$ cat config.mk
export PLATFORM = sky130hd
export DESIGN_NAME = restart_supervisor_backoff_top_flat
export DESIGN_NICKNAME = d
export VERILOG_FILES = /design/src/sv/rsb_pkg.sv /design/src/sv/rsb_evt_if.sv /design/src/sv/restart_supervisor_backoff_top.sv /design/src/flat_wrapper.sv
export SDC_FILE = /design/constraint.sdc
export NUM_CORES = 2
export LEC_CHECK = 0
export BUFFER_PORTS_ARGS = -buffer_cell sky130_fd_sc_hd__buf_2
export CAP_MARGIN = 15
export CORE_MARGIN = 4
export CORE_UTILIZATION = 57
export CTS_CLUSTER_DIAMETER = 120
export DETAILED_ROUTE_END_ITERATION = 12
export GPL_TIMING_DRIVEN = 1
export PLACE_DENSITY = 0.77
export SETUP_SLACK_MARGIN = 0.15
export SLEW_MARGIN = 20
export SYNTH_ARGS = -nofsm -noshare
export SYNTH_HDL_FRONTEND = slang
export SYNTH_SLANG_ARGS = --single-unit
$ cat constraint.sdc
create_clock -name clk_i -period 6.45 [get_ports clk_i]
set_input_delay 1.935 -clock clk_i [delete_from_list [all_inputs] [get_ports clk_i]]
set_output_delay 1.935 -clock clk_i [all_outputs]
set_load 0.005 [all_outputs]
$ cat src/sv/rsb_pkg.sv
// Package for the restart supervisor with exponential backoff.
// Holds state, command and cause codes, register indexes and defaults.
// No dependencies.
package rsb_pkg;

  typedef enum logic [2:0] {
    ST_STOPPED  = 3'd0,
    ST_STARTING = 3'd1,
    ST_RUNNING  = 3'd2,
    ST_STOPPING = 3'd3,
    ST_BACKOFF  = 3'd4,
    ST_FAILED   = 3'd5
  } mod_state_e;

  typedef enum logic [2:0] {
    CMD_START   = 3'd0,
    CMD_READY   = 3'd1,
    CMD_TICK    = 3'd2,
    CMD_EXITED  = 3'd3,
    CMD_STOP    = 3'd4,
    CMD_FAIL    = 3'd5,
    CMD_SIGSENT = 3'd6,
    CMD_CLEAR   = 3'd7
  } cmd_e;

  typedef enum logic [1:0] {
    CAUSE_REQUESTED = 2'd0,
    CAUSE_CLEAN     = 2'd1,
    CAUSE_FAILED    = 2'd2,
    CAUSE_TIMEOUT   = 2'd3
  } cause_e;

  // Sequencer states.
  typedef enum logic [2:0] {
    SQ_IDLE  = 3'd0,
    SQ_EXEC  = 3'd1,
    SQ_SCAN  = 3'd2,
    SQ_PUSH  = 3'd3,
    SQ_DONE  = 3'd4,
    SQ_OUT   = 3'd5
  } seq_e;

  localparam int unsigned REG_POLICY   = 0;
  localparam int unsigned REG_HS_TMO   = 1;
  localparam int unsigned REG_INIT_BO  = 2;
  localparam int unsigned REG_MAX_BO   = 3;
  localparam int unsigned REG_HEALTHY  = 4;
  localparam int unsigned REG_GRACEFUL = 5;
  localparam int unsigned REG_TERM     = 6;

  localparam int unsigned FAIL_LIMIT_DEF     = 10;
  localparam int unsigned FAIL_WINDOW_MS_DEF = 300000;
  localparam int unsigned RING_DEPTH_DEF     = 16;

  localparam logic [1:0]  POLICY_RST   = 2'd1;
  localparam logic [31:0] HS_TMO_RST   = 32'd5000;
  localparam logic [31:0] INIT_BO_RST  = 32'd1000;
  localparam logic [31:0] MAX_BO_RST   = 32'd60000;
  localparam logic [31:0] HEALTHY_RST  = 32'd60000;
  localparam logic [31:0] GRACEFUL_RST = 32'd10000;
  localparam logic [31:0] TERM_RST     = 32'd5000;

  typedef struct packed {
    logic [2:0]  cmd;
    logic [31:0] now_ms;
    logic [1:0]  stop_cause;
    logic        signal_kind;
  } evt_t;

  typedef struct packed {
    logic        accepted;
    logic        changed;
    logic [2:0]  prev_state;
    logic [2:0]  new_state;
    logic [1:0]  transition_cause;
    logic        signal_due;
    logic        due_kind;
    logic        deadline_valid;
    logic [31:0] deadline_ms;
  } res_t;

endpackage

$ cat src/sv/rsb_evt_if.sv
// Valid/ready channel interfaces for event items and result items.
// Depends on rsb_pkg.
interface rsb_evt_if;
  logic          valid;
  logic          ready;
  rsb_pkg::evt_t payload;
  modport source (output valid, output payload, input ready);
  modport sink   (input valid, input payload, output ready);
endinterface

interface rsb_res_if;
  logic          valid;
  logic          ready;
  rsb_pkg::res_t payload;
  modport source (output valid, output payload, input ready);
  modport sink   (input valid, input payload, output ready);
endinterface

$ cat src/sv/restart_supervisor_backoff_top.sv
// Top level of the restart supervisor with exponential backoff.
// Depends on rsb_pkg and the channel interfaces in rsb_evt_if.sv.
//
// One event item at a time: the block takes an item only while its sequencer
// is idle. Most items pass from acceptance through execute, resolve and output
// to the output register. A failed exit that is recorded in the failure ring
// also passes through the ring scan and the push. The scan reads one stored
// failure time a cycle through a single compare and drops expired entries until
// the ring is empty or it meets an entry that has not expired. The block is
// ready again in the cycle after the result register is loaded; a result
// waiting at the output holds the block only once the next item reaches its
// output step. Deadlines are kept at 33 bits.
module restart_supervisor_backoff_top #(
  parameter int unsigned FAIL_LIMIT     = rsb_pkg::FAIL_LIMIT_DEF,
  parameter int unsigned FAIL_WINDOW_MS = rsb_pkg::FAIL_WINDOW_MS_DEF,
  parameter int unsigned RING_DEPTH     = rsb_pkg::RING_DEPTH_DEF
) (
  input  logic        clk_i,
  input  logic        rst_ni,
  rsb_evt_if.sink     evt_i,
  rsb_res_if.source   res_o,
  input  logic        psel,
  input  logic        penable,
  input  logic        pwrite,
  input  logic [4:0]  paddr,
  input  logic [31:0] pwdata,
  output logic [31:0] prdata,
  output logic        pready
);

  localparam int unsigned IW = (RING_DEPTH > 1) ? $clog2(RING_DEPTH) : 1;
  localparam int unsigned CW = $clog2(RING_DEPTH + 1);
  localparam logic [32:0] WIN = 33'(FAIL_WINDOW_MS);

  // Configuration registers.
  logic [1:0]  policy_q;
  logic [31:0] hs_tmo_q, init_bo_q, max_bo_q, healthy_q, graceful_q, term_q;
  logic        cfg_wr;
  logic [2:0]  cfg_idx;

  assign pready  = 1'b1;
  assign cfg_wr  = psel && penable && pwrite;
  assign cfg_idx = paddr[4:2];

  always_ff @(posedge clk_i or negedge rst_ni) begin
    if (!rst_ni) begin
      policy_q   <= rsb_pkg::POLICY_RST;
      hs_tmo_q   <= rsb_pkg::HS_TMO_RST;
      init_bo_q  <= rsb_pkg::INIT_BO_RST;
      max_bo_q   <= rsb_pkg::MAX_BO_RST;
      healthy_q  <= rsb_pkg::HEALTHY_RST;
      graceful_q <= rsb_pkg::GRACEFUL_RST;
      term_q     <= rsb_pkg::TERM_RST;
    end else if (cfg_wr && paddr[1:0] == 2'd0) begin
      case (32'(cfg_idx))
        rsb_pkg::REG_POLICY:   policy_q   <= pwdata[1:0];
        rsb_pkg::REG_HS_TMO:   hs_tmo_q   <= pwdata;
        rsb_pkg::REG_INIT_BO:  init_bo_q  <= pwdata;
        rsb_pkg::REG_MAX_BO:   max_bo_q   <= pwdata;
        rsb_pkg::REG_HEALTHY:  healthy_q  <= pwdata;
        rsb_pkg::REG_GRACEFUL: graceful_q <= pwdata;
        rsb_pkg::REG_TERM:     term_q     <= pwdata;
        default: ;
      endcase
    end
  end

  // Register read back.
  always_comb begin
    case (32'(cfg_idx))
      rsb_pkg::REG_POLICY:   prdata = {30'd0, policy_q};
      rsb_pkg::REG_HS_TMO:   prdata = hs_tmo_q;
      rsb_pkg::REG_INIT_BO:  prdata = init_bo_q;
      rsb_pkg::REG_MAX_BO:   prdata = max_bo_q;
      rsb_pkg::REG_HEALTHY:  prdata = healthy_q;
      rsb_pkg::REG_GRACEFUL: prdata = graceful_q;
      rsb_pkg::REG_TERM:     prdata = term_q;
      default:               prdata = 32'd0;
    endcase
  end

  // Supervisor state.
  rsb_pkg::mod_state_e mst_q;
  logic [31:0] bo_q;
  logic        rt_v_q, hs_v_q, sg_v_q, rs_v_q, pend_v_q, pend_k_q, rsn_v_q;
  logic [32:0] rt_q, hs_q, sg_q, rs_q;
  logic [1:0]  rsn_q;
  logic [IW-1:0] head_q;
  logic [CW-1:0] cnt_q;
  logic [31:0] ring_mem [RING_DEPTH];
  logic [31:0] ring_rd_q;

  // Sequencer and item registers.
  rsb_pkg::seq_e sq_q, sq_d;
  rsb_pkg::evt_t ev_q;
  rsb_pkg::res_t res_q;
  logic          res_v_q;
  logic          acc_q, chg_q;
  logic [1:0]    tc_q;
  logic [2:0]    prev_q;
  logic          eff_f_q;
  logic [1:0]    eff_q;
  logic [32:0]   cutoff_q;

  logic evt_take, res_free;
  assign res_free = !res_v_q || res_o.ready;
  assign evt_i.ready = (sq_q == rsb_pkg::SQ_IDLE);
  assign evt_take = evt_i.valid && evt_i.ready;
  assign res_o.valid = res_v_q;
  assign res_o.payload = res_q;

  // Shared compare unit: a >= b on 33 bits.
  logic [32:0] cmp_a, cmp_b;
  logic        cmp_ge;
  assign cmp_ge = cmp_a >= cmp_b;

  logic [32:0] now33;
  assign now33 = {1'b0, ev_q.now_ms};

  logic scan_old;
  assign scan_old = (cnt_q != '0) && ({1'b0, ring_rd_q} < cutoff_q);

  always_comb begin
    cmp_a = now33;
    cmp_b = rs_q;
    case (sq_q)
      rsb_pkg::SQ_EXEC: begin
        case (ev_q.cmd)
          rsb_pkg::CMD_TICK:
            if (mst_q == rsb_pkg::ST_STARTING) cmp_b = hs_q;
            else if (mst_q == rsb_pkg::ST_BACKOFF) cmp_b = rt_q;
            else cmp_b = rs_q;
          rsb_pkg::CMD_SIGSENT: cmp_b = sg_q;
          default: cmp_b = rs_q;
        endcase
      end
      rsb_pkg::SQ_DONE: cmp_b = sg_q;
      default: cmp_b = rs_q;
    endcase
  end

  // Healthy running check: runtime compared to the healthy threshold.
  logic [32:0] run_len;
  logic        healthy;
  assign run_len = now33 - rs_q;
  assign healthy = (mst_q == rsb_pkg::ST_RUNNING) && rs_v_q && (now33 >= rs_q)
                   && (run_len >= {1'b0, healthy_q});

  // A module process exists only in these states.
  logic live;
  assign live = (mst_q == rsb_pkg::ST_STARTING) || (mst_q == rsb_pkg::ST_RUNNING)
             || (mst_q == rsb_pkg::ST_STOPPING);

  // Next sequencer state.
  always_comb begin
    sq_d = sq_q;
    case (sq_q)
      rsb_pkg::SQ_IDLE: if (evt_take) sq_d = rsb_pkg::SQ_EXEC;
      rsb_pkg::SQ_EXEC:
        if (ev_q.cmd == rsb_pkg::CMD_EXITED && live && eff_f_q) sq_d = rsb_pkg::SQ_SCAN;
        else sq_d = rsb_pkg::SQ_DONE;
      rsb_pkg::SQ_SCAN: if (!scan_old) sq_d = rsb_pkg::SQ_PUSH;
      rsb_pkg::SQ_PUSH: sq_d = rsb_pkg::SQ_DONE;
      rsb_pkg::SQ_DONE: sq_d = rsb_pkg::SQ_OUT;
      rsb_pkg::SQ_OUT:  if (res_free) sq_d = rsb_pkg::SQ_IDLE;
      default: sq_d = rsb_pkg::SQ_IDLE;
    endcase
  end

  always_ff @(posedge clk_i or negedge rst_ni) begin
    if (!rst_ni) sq_q <= rsb_pkg::SQ_IDLE;
    else sq_q <= sq_d;
  end

  // Effective exit cause computed at acceptance.
  logic [1:0] eff_in;
  always_comb begin
    eff_in = evt_i.payload.stop_cause;
    if (mst_q == rsb_pkg::ST_STOPPING && rsn_v_q) eff_in = rsn_q;
    else if (mst_q == rsb_pkg::ST_STARTING &&
             evt_i.payload.stop_cause == rsb_pkg::CAUSE_CLEAN)
      eff_in = rsb_pkg::CAUSE_FAILED;
  end

  logic want_rs;
  always_comb begin
    if (eff_q == rsb_pkg::CAUSE_REQUESTED) want_rs = 1'b0;
    else if (policy_q == 2'd0) want_rs = 1'b1;
    else if (policy_q == 2'd1) want_rs = eff_f_q;
    else want_rs = 1'b0;
  end

  logic [CW-1:0] cnt_push;
  assign cnt_push = (cnt_q >= CW'(RING_DEPTH)) ? cnt_q : cnt_q + CW'(1);

  // Ring index sum; both operands stay below the depth, so one subtract wraps it.
  function automatic logic [IW-1:0] idx_add(logic [IW-1:0] a, logic [CW-1:0] b);
    logic [IW+CW:0] s;
    s = (IW+CW+1)'(a) + (IW+CW+1)'(b);
    if (s >= (IW+CW+1)'(RING_DEPTH)) s = s - (IW+CW+1)'(RING_DEPTH);
    return s[IW-1:0];
  endfunction

  // Ring memory: one write and one registered read a cycle.
  logic [IW-1:0] rd_idx;
  logic [IW-1:0] wr_idx;
  logic          wr_en;
  assign rd_idx = (sq_q == rsb_pkg::SQ_SCAN && scan_old) ? idx_add(head_q, CW'(1))
                                                         : head_q;
  assign wr_en  = (sq_q == rsb_pkg::SQ_PUSH);
  assign wr_idx = (cnt_q >= CW'(RING_DEPTH)) ? head_q : idx_add(head_q, cnt_q);

  always_ff @(posedge clk_i) begin
    if (wr_en) ring_mem[wr_idx] <= ev_q.now_ms;
    ring_rd_q <= ring_mem[rd_idx];
  end

  // Result terms, from the state after the item.
  logic        due_w, dv_w;
  logic [32:0] dl_w;
  assign due_w = (mst_q == rsb_pkg::ST_STOPPING) && pend_v_q && sg_v_q &&
                 (now33 >= sg_q);
  always_comb begin
    dv_w = 1'b0;
    dl_w = 33'd0;
    if (hs_v_q) begin
      dv_w = 1'b1; dl_w = hs_q;
    end
    if (rt_v_q && (!dv_w || rt_q < dl_w)) begin
      dv_w = 1'b1; dl_w = rt_q;
    end
    if (sg_v_q && (!dv_w || sg_q < dl_w)) begin
      dv_w = 1'b1; dl_w = sg_q;
    end
  end

  // Item processing.
  always_ff @(posedge clk_i or negedge rst_ni) begin
    if (!rst_ni) begin
      mst_q <= rsb_pkg::ST_STOPPED;
      bo_q <= rsb_pkg::INIT_BO_RST;
      rt_v_q <= 1'b0; hs_v_q <= 1'b0; sg_v_q <= 1'b0; rs_v_q <= 1'b0;
      pend_v_q <= 1'b0; pend_k_q <= 1'b0; rsn_v_q <= 1'b0; rsn_q <= '0;
      head_q <= '0; cnt_q <= '0;
      res_v_q <= 1'b0;
      acc_q <= 1'b0; chg_q <= 1'b0; tc_q <= '0; prev_q <= '0;
      eff_f_q <= 1'b0; eff_q <= '0;
    end else begin
      if (sq_q == rsb_pkg::SQ_OUT && res_free) res_v_q <= 1'b1;
      else if (res_v_q && res_o.ready) res_v_q <= 1'b0;
      case (sq_q)
        rsb_pkg::SQ_IDLE: if (evt_take) begin
          ev_q <= evt_i.payload;
          eff_q <= eff_in;
          eff_f_q <= eff_in[1];
          cutoff_q <= ({1'b0, evt_i.payload.now_ms} >= WIN) ?
                      {1'b0, evt_i.payload.now_ms} - WIN : 33'd0;
          prev_q <= mst_q;
          acc_q <= 1'b0; chg_q <= 1'b0; tc_q <= '0;
        end
        rsb_pkg::SQ_EXEC: begin
          case (ev_q.cmd)
            rsb_pkg::CMD_START:
              if (mst_q == rsb_pkg::ST_STOPPED || mst_q == rsb_pkg::ST_FAILED) begin
                if (mst_q == rsb_pkg::ST_FAILED) begin
                  head_q <= '0; cnt_q <= '0;
                end
                bo_q <= init_bo_q;
                rt_v_q <= 1'b0; rsn_v_q <= 1'b0; pend_v_q <= 1'b0; sg_v_q <= 1'b0;
                hs_v_q <= 1'b1; hs_q <= now33 + {1'b0, hs_tmo_q};
                acc_q <= 1'b1; chg_q <= 1'b1; mst_q <= rsb_pkg::ST_STARTING;
              end
            rsb_pkg::CMD_READY:
              if (mst_q == rsb_pkg::ST_STARTING) begin
                hs_v_q <= 1'b0; rs_v_q <= 1'b1; rs_q <= now33;
                acc_q <= 1'b1; chg_q <= 1'b1; mst_q <= rsb_pkg::ST_RUNNING;
              end
            rsb_pkg::CMD_TICK: begin
              acc_q <= 1'b1;
              if (mst_q == rsb_pkg::ST_STARTING && hs_v_q && cmp_ge) begin
                hs_v_q <= 1'b0; chg_q <= 1'b1; tc_q <= rsb_pkg::CAUSE_TIMEOUT;
                mst_q <= rsb_pkg::ST_STOPPING;
                rsn_v_q <= 1'b1; rsn_q <= rsb_pkg::CAUSE_TIMEOUT;
                pend_v_q <= 1'b1; pend_k_q <= 1'b0; sg_v_q <= 1'b1; sg_q <= now33;
              end else if (mst_q == rsb_pkg::ST_BACKOFF && rt_v_q && cmp_ge) begin
                rt_v_q <= 1'b0; hs_v_q <= 1'b1; hs_q <= now33 + {1'b0, hs_tmo_q};
                chg_q <= 1'b1; mst_q <= rsb_pkg::ST_STARTING;
              end else if (healthy) begin
                bo_q <= init_bo_q;
              end
            end
            rsb_pkg::CMD_EXITED:
              if (live) begin
                if (healthy) bo_q <= init_bo_q;
                hs_v_q <= 1'b0; rs_v_q <= 1'b0; rsn_v_q <= 1'b0;
                pend_v_q <= 1'b0; sg_v_q <= 1'b0;
                acc_q <= 1'b1; chg_q <= 1'b1; tc_q <= eff_q;
              end else begin
                eff_f_q <= 1'b0;
                eff_q <= rsb_pkg::CAUSE_REQUESTED;
              end
            rsb_pkg::CMD_STOP:
              if (mst_q == rsb_pkg::ST_STARTING || mst_q == rsb_pkg::ST_RUNNING) begin
                acc_q <= 1'b1; chg_q <= 1'b1; mst_q <= rsb_pkg::ST_STOPPING;
                rsn_v_q <= 1'b1; rsn_q <= rsb_pkg::CAUSE_REQUESTED;
                pend_v_q <= 1'b1; pend_k_q <= 1'b0; sg_v_q <= 1'b1;
                sg_q <= now33 + {1'b0, graceful_q};
              end else if (mst_q == rsb_pkg::ST_BACKOFF || mst_q == rsb_pkg::ST_FAILED)
              begin
                rt_v_q <= 1'b0; head_q <= '0; cnt_q <= '0; bo_q <= init_bo_q;
                acc_q <= 1'b1; chg_q <= 1'b1; mst_q <= rsb_pkg::ST_STOPPED;
              end
            rsb_pkg::CMD_FAIL:
              if ((mst_q == rsb_pkg::ST_STARTING || mst_q == rsb_pkg::ST_RUNNING)
                  && ev_q.stop_cause[1]) begin
                acc_q <= 1'b1; chg_q <= 1'b1; tc_q <= ev_q.stop_cause;
                mst_q <= rsb_pkg::ST_STOPPING;
                rsn_v_q <= 1'b1; rsn_q <= ev_q.stop_cause;
                pend_v_q <= 1'b1; pend_k_q <= 1'b0; sg_v_q <= 1'b1; sg_q <= now33;
              end
            rsb_pkg::CMD_SIGSENT:
              if (mst_q == rsb_pkg::ST_STOPPING && pend_v_q &&
                  pend_k_q == ev_q.signal_kind && sg_v_q && cmp_ge) begin
                acc_q <= 1'b1;
                if (!ev_q.signal_kind) begin
                  pend_k_q <= 1'b1; sg_q <= now33 + {1'b0, term_q};
                end else begin
                  pend_v_q <= 1'b0; sg_v_q <= 1'b0;
                end
              end
            default: begin
              head_q <= '0; cnt_q <= '0; bo_q <= init_bo_q; acc_q <= 1'b1;
            end
          endcase
        end
        rsb_pkg::SQ_SCAN: if (scan_old) begin
          head_q <= idx_add(head_q, CW'(1));
          cnt_q <= cnt_q - CW'(1);
        end
        rsb_pkg::SQ_PUSH: begin
          if (cnt_q >= CW'(RING_DEPTH)) head_q <= idx_add(head_q, CW'(1));
          cnt_q <= cnt_push;
        end
        rsb_pkg::SQ_DONE: begin
          // Exit resolution, once any new failure is in the ring.
          if (ev_q.cmd == rsb_pkg::CMD_EXITED && chg_q) begin
            if (eff_f_q && 32'(cnt_q) >= FAIL_LIMIT) begin
              mst_q <= rsb_pkg::ST_FAILED;
            end else if (!want_rs) begin
              mst_q <= rsb_pkg::ST_STOPPED;
            end else begin
              rt_v_q <= 1'b1;
              rt_q <= now33 + {1'b0, eff_f_q ? bo_q : init_bo_q};
              if (eff_f_q) begin
                if (bo_q >= (max_bo_q >> 1)) bo_q <= max_bo_q;
                else if ({bo_q, 1'b0} < {1'b0, max_bo_q}) bo_q <= {bo_q[30:0], 1'b0};
                else bo_q <= max_bo_q;
              end else begin
                bo_q <= init_bo_q;
              end
              mst_q <= rsb_pkg::ST_BACKOFF;
            end
          end
        end
        rsb_pkg::SQ_OUT: if (res_free) begin
          res_q.accepted <= acc_q;
          res_q.changed <= chg_q;
          res_q.prev_state <= prev_q;
          res_q.new_state <= mst_q;
          res_q.transition_cause <= chg_q ? tc_q : 2'd0;
          res_q.signal_due <= due_w;
          res_q.due_kind <= due_w & pend_k_q;
          res_q.deadline_valid <= dv_w;
          res_q.deadline_ms <= dv_w ? (dl_w[32] ? 32'hFFFF_FFFF : dl_w[31:0]) : 32'd0;
        end
        default: ;
      endcase
    end
  end

  // Checks on the sequencer, the failure ring and the result output.
  a_cnt_bound: assert property (@(posedge clk_i) disable iff (!rst_ni)
    32'(cnt_q) <= RING_DEPTH) else $error("ring count exceeds depth");
  a_ready_idle: assert property (@(posedge clk_i) disable iff (!rst_ni)
    evt_take |=> sq_q == rsb_pkg::SQ_EXEC) else $error("item not started");
  a_push_once: assert property (@(posedge clk_i) disable iff (!rst_ni)
    sq_q == rsb_pkg::SQ_PUSH |=> sq_q == rsb_pkg::SQ_DONE) else $error("push order");
  a_out_hold: assert property (@(posedge clk_i) disable iff (!rst_ni)
    res_v_q && !res_o.ready |=> res_v_q && $stable(res_q)) else $error("result lost");

endmodule
$ cat src/flat_wrapper.sv
// flat-port wrapper written by rule: the top's interface ports become plain ports
module restart_supervisor_backoff_top_flat 
#(
  parameter int unsigned FAIL_LIMIT     = rsb_pkg::FAIL_LIMIT_DEF,
  parameter int unsigned FAIL_WINDOW_MS = rsb_pkg::FAIL_WINDOW_MS_DEF,
  parameter int unsigned RING_DEPTH     = rsb_pkg::RING_DEPTH_DEF
)
  (clk_i, rst_ni, psel, penable, pwrite, paddr, pwdata, prdata, pready, evt_i_valid, evt_i_payload, evt_i_ready, res_o_valid, res_o_payload, res_o_ready);
  rsb_evt_if evt_i_i ();
  rsb_res_if res_o_i ();
  input  logic clk_i;
  input  logic rst_ni;
  input  logic psel;
  input  logic penable;
  input  logic pwrite;
  input  logic [4:0] paddr;
  input  logic [31:0] pwdata;
  output logic [31:0] prdata;
  output logic pready;
  input wire logic [$bits(evt_i_i.valid)-1:0] evt_i_valid;
  input wire logic [$bits(evt_i_i.payload)-1:0] evt_i_payload;
  output wire logic [$bits(evt_i_i.ready)-1:0] evt_i_ready;
  output wire logic [$bits(res_o_i.valid)-1:0] res_o_valid;
  output wire logic [$bits(res_o_i.payload)-1:0] res_o_payload;
  input wire logic [$bits(res_o_i.ready)-1:0] res_o_ready;
  assign evt_i_i.valid = evt_i_valid;
  assign evt_i_i.payload = evt_i_payload;
  assign evt_i_ready = evt_i_i.ready;
  assign res_o_valid = res_o_i.valid;
  assign res_o_payload = res_o_i.payload;
  assign res_o_i.ready = res_o_ready;
  restart_supervisor_backoff_top #(.FAIL_LIMIT(FAIL_LIMIT), .FAIL_WINDOW_MS(FAIL_WINDOW_MS), .RING_DEPTH(RING_DEPTH)) u_core (.clk_i(clk_i), .rst_ni(rst_ni), .evt_i(evt_i_i), .res_o(res_o_i), .psel(psel), .penable(penable), .pwrite(pwrite), .paddr(paddr), .pwdata(pwdata), .prdata(prdata), .pready(pready));
endmodule
==> metrics.md <==
| Metric | Value |
|---|---|
| Worst R2R Setup Slack | 660 ps |
| Run status | completed |
| Buf/Inv on CP | 3 |
| Min-Delay Path Class | register to register |
| Max Cap Viol | 0 |
| Die Width | roughly 330 µm |
| Area Overhead vs Synth | 10.9% |
| Synth Register Bits | 1050 |
| Synth top area share | 0.380 |
| Delay-heaviest family, CP | compound AO/OA/AOI/OAI gates |
| Setup violators final | 0 |
| Non-Filler Instances | 6984 |
| Switching share of power | 0.330 |
| Final period util | 0.898 |
| Hold Vio Cnt, Final | 0 |
| Total CTS buffers | 106 |
| R2R depth | 26 |
| Register area share after synthesis | 0.500 |
| Share of cells above drive strength 1 | 0.169 |
| Setup crit start kind | register |
| Top FF cell, synth | edfxtp_1 |
| Post-synth ARST share | 0.247 |
| CTS clk-pin slew, worst paths | about 70 ps |
| Core ar. | 0.104 mm² |
| Clk Latency, worst-skew pair | 720 ps |
| Detailed-route DRC error count | 0 |
| Starting Density | 0.577 |
| Wire length per cell | 28.5 µm |
| Syn_area_per_cell | ~11 µm² |
| Clock buffer depth | 3 |
| Synth Cell Area | 0.0599 mm² |
| Fin crit period | 5790 ps |
| Pint | 13900 µW |
| Vias in the first global route | ~45000 |
| Synth area leaders | edfxtp_1 38%, dfrtp_1 9.1%, ha_1 7.5%, mux2_2 5.3%, mux2i_1 3.4% |
| Crit path largest cell delay | roughly 600 ps |
| CTS Root Cell | clkbuf_16 |
| Routability cong. | 1.02 |
| Clk network pwr share | 0.307 |
| Nets | 5954 |
| Hpwl dp | 138000 µm |
| Arrival @ worst endpoint | between 6000 and 7000 ps |
| Most frequent cells in the layout | 759 x edfxtp_1, 395 x nand2_1, 368 x a21oi_1 |
| Combinational group share of total power | 0.293 |
| Hold Slack | 451 ps |
| Grt total ovfl | 0 |
| Power Density | a little over 300 mW/mm² |
| Peak Freq | roughly 170 MHz |
| Hold Path Sink | u_core.res_o.payload[42]$_DFFE_PP_ |
| Pin count of the biggest net entering global routing | between 80 and 90 |
| Count of cell types in the netlist | 99 |
| Die ar. | 0.110 mm² |
| DRT antenna net count | 0 |
| Worst r2r src | u_core.hs_v_q$_DFFE_PN0P_ |
| Post-synth EDFFs | 759 |
| Buffers added on ports | 160 |
| Row Count | between 100 and 150 |
| CTS tree | yes |
| Pins Over Slew Limit | 0 |
| Setup Crit Path Kind | register to register |
| Worst vdd ir | 0.277 mV |
| First-pass GRT wire length | 290000 µm |
| Register share of total power | 0.399 |
| Synth area leader | edfxtp_1 |
| Crit-path max FO | between 40 and 50 |
| RSZ-0062 raised after global routing | no |
| NetSw | 6820 µW |
| Number of placed instances, taps included | 6778 |
| Critical path endpoint category | register |
| Num Clock Sinks | roughly 1100 |
| Worst slew margin | 0.208 |
| Worst-margin pin slew | 1170 ps |
| DRT Wirelength | 199000 µm |
| # H-tree levels | 3 |
| Slowest CP cell | dfrtp_2 |
| Drt pass-1 iters | 8 |
| R2r endpoint | u_core.res_o.payload[3]$_SDFFCE_PN0P_ |
| Io pins | between 150 and 200 |
| Hold_sp | u_core.prev_q[2]$_DFFE_PN0P_ |
| DRT iter0 DRCs | about 6300 |
| Syn_nets | 5841 |
| Hold path depth | 0 |
| Post-Syn Instances | approximately 5400 |
| Tot GR Track Use | 0.348 |
| Synth Warn # | 0 |
| Worst path required time | just under 7000 ps |
| Final Worst Setup Slack | 661 ps |
| Pleak | 0.0260 µW |
| Vias/cell | 6.85 |
| Commonest non-fill, non-tap cell in the layout | edfxtp_1 |
| Setup Skew | between 40 and 50 ps |
| Vias | 47800 |
| Height of the die | 332 µm |
| Design Power | between 20000 and 25000 µW |
| Pre-CTS WS | 647 ps |
| Setup TNS | 0 ps |
| Initial antenna violation count | 10 |
| Post-CTS setup buffer count | 0 |
[metrics by stage]
stage,instance area (µm²),util
3_3_place_gp,62800,0.604
2_1_floorplan,59900,-
6_report,66500,0.639
4_1_cts,66400,0.639
3_5_place_dp,62800,0.604
5_1_grt,66500,0.639
[kinds of logic (layout without fill, tap and decap cells)]
group,count (synthesis),after routing,synth area share
and+or+nand+nor,1211,1211,0.0947
buffers and inverters,523,728,0.0344
xor gates and xnor gates,122,122,0.0178
muxes,543,543,0.104
adders and majority gates,365,365,0.0770
DFF,1050,1050,0.500
AOI/OAI and AO/OA,1579,1580,0.172
other,1,5,0.0000626
[flip-flops by register name, indices dropped and copies added, names as in the netlist, 5 cells and up]
register,flops
u_core.rs_q,32
u_core.max_bo_q,32
u_core.term_q,32
u_core.sg_q,33
u_core.ev_q,6
u_core.bo_q,32
u_core.cnt_q,5
u_core.graceful_q,32
u_core.hs_tmo_q,32
u_core.ring_mem,512
u_core.init_bo_q,32
u_core.ring_rd_q,32
u_core.res_o.payload,45
u_core.cmp_a,32
u_core.hs_q,33
u_core.healthy_q,32
u_core.cutoff_q,33
u_core.rt_q,33
[cell usage after synthesis (76+ instances only)]
library cell,n
nand2_1,398
dfrtp_1,217
mux2_2,284
o21ai_0,365
a22oi_1,134
o22ai_1,87
clkbuf_1,233
inv_1,222
xnor2_1,76
a21o_1,125
edfxtp_1,759
nand3_1,124
a21oi_1,368
nor2_1,324
ha_1,359
a211oi_1,96
mux2i_1,204
[power by group through the flow]
stage / logic (µW) / registers, µW / clock network, µW
6_report: 6070 / 8260 / 6360
5_1_grt: 6560 / 8280 / 6700
4_1_cts: 5960 / 8240 / 6400
3_5_place_dp: 5910 / 8370 / 0
3_3_place_gp: 5800 / 8360 / 0
2_1_floorplan: 4170 / 8210 / 0
[cell type report]
class | count | area (µm²)
fillers | 7878 | 37500
flip-flops and latches | 1050 | 30000
multi-input cells | 3822 | 28300
clock buffers | 165 | 3170
repair buffers | 303 | 2000
well taps | 1380 | 1730
inverters | 224 | 841
clock inverters | 36 | 469
diodes | 4 | 10.0
[routing by layer]
metal  up-vias  GRT usage  share of wire
met5         -          0              0
met4         0      0.258          0.092
met3       774     0.0497          0.091
met2      2958      0.563           0.46
met1     23300      0.428           0.36
li1      20800          -              -
[worst max path at each step]
| stage | depth (start not counted) | startpoint | slack, ps | end |
|---|---|---|---|---|
| after global routing | 26 | u_core.hs_v_q$_DFFE_PN0P_ | 210 | u_core.res_o.payload[3]$_SDFFCE_PN0P_ |
| after global placement | 26 | u_core.hs_v_q$_DFFE_PN0P_ | 740 | u_core.res_o.payload[30]$_SDFFCE_PN0P_ |
| after CTS | 26 | u_core.hs_v_q$_DFFE_PN0P_ | 610 | u_core.res_o.payload[3]$_SDFFCE_PN0P_ |
| after detailed placement | 26 | u_core.hs_v_q$_DFFE_PN0P_ | 650 | u_core.res_o.payload[6]$_SDFFCE_PN0P_ |
| final | 26 | u_core.hs_v_q$_DFFE_PN0P_ | 660 | u_core.res_o.payload[3]$_SDFFCE_PN0P_ |
| after floorplan | 30 | u_core.hs_v_q$_DFFE_PN0P_ | 710 | u_core.res_o.payload[10]$_SDFFCE_PN0P_ |
[repair_timing]
item | 4_1_cts | 5_1_grt
hold buffers | 0 | 0
endpoints found under the setup margin | 0 | 32
resized for setup | 0 | 0
No activity file was read; power rests on OpenSTA's default activity.
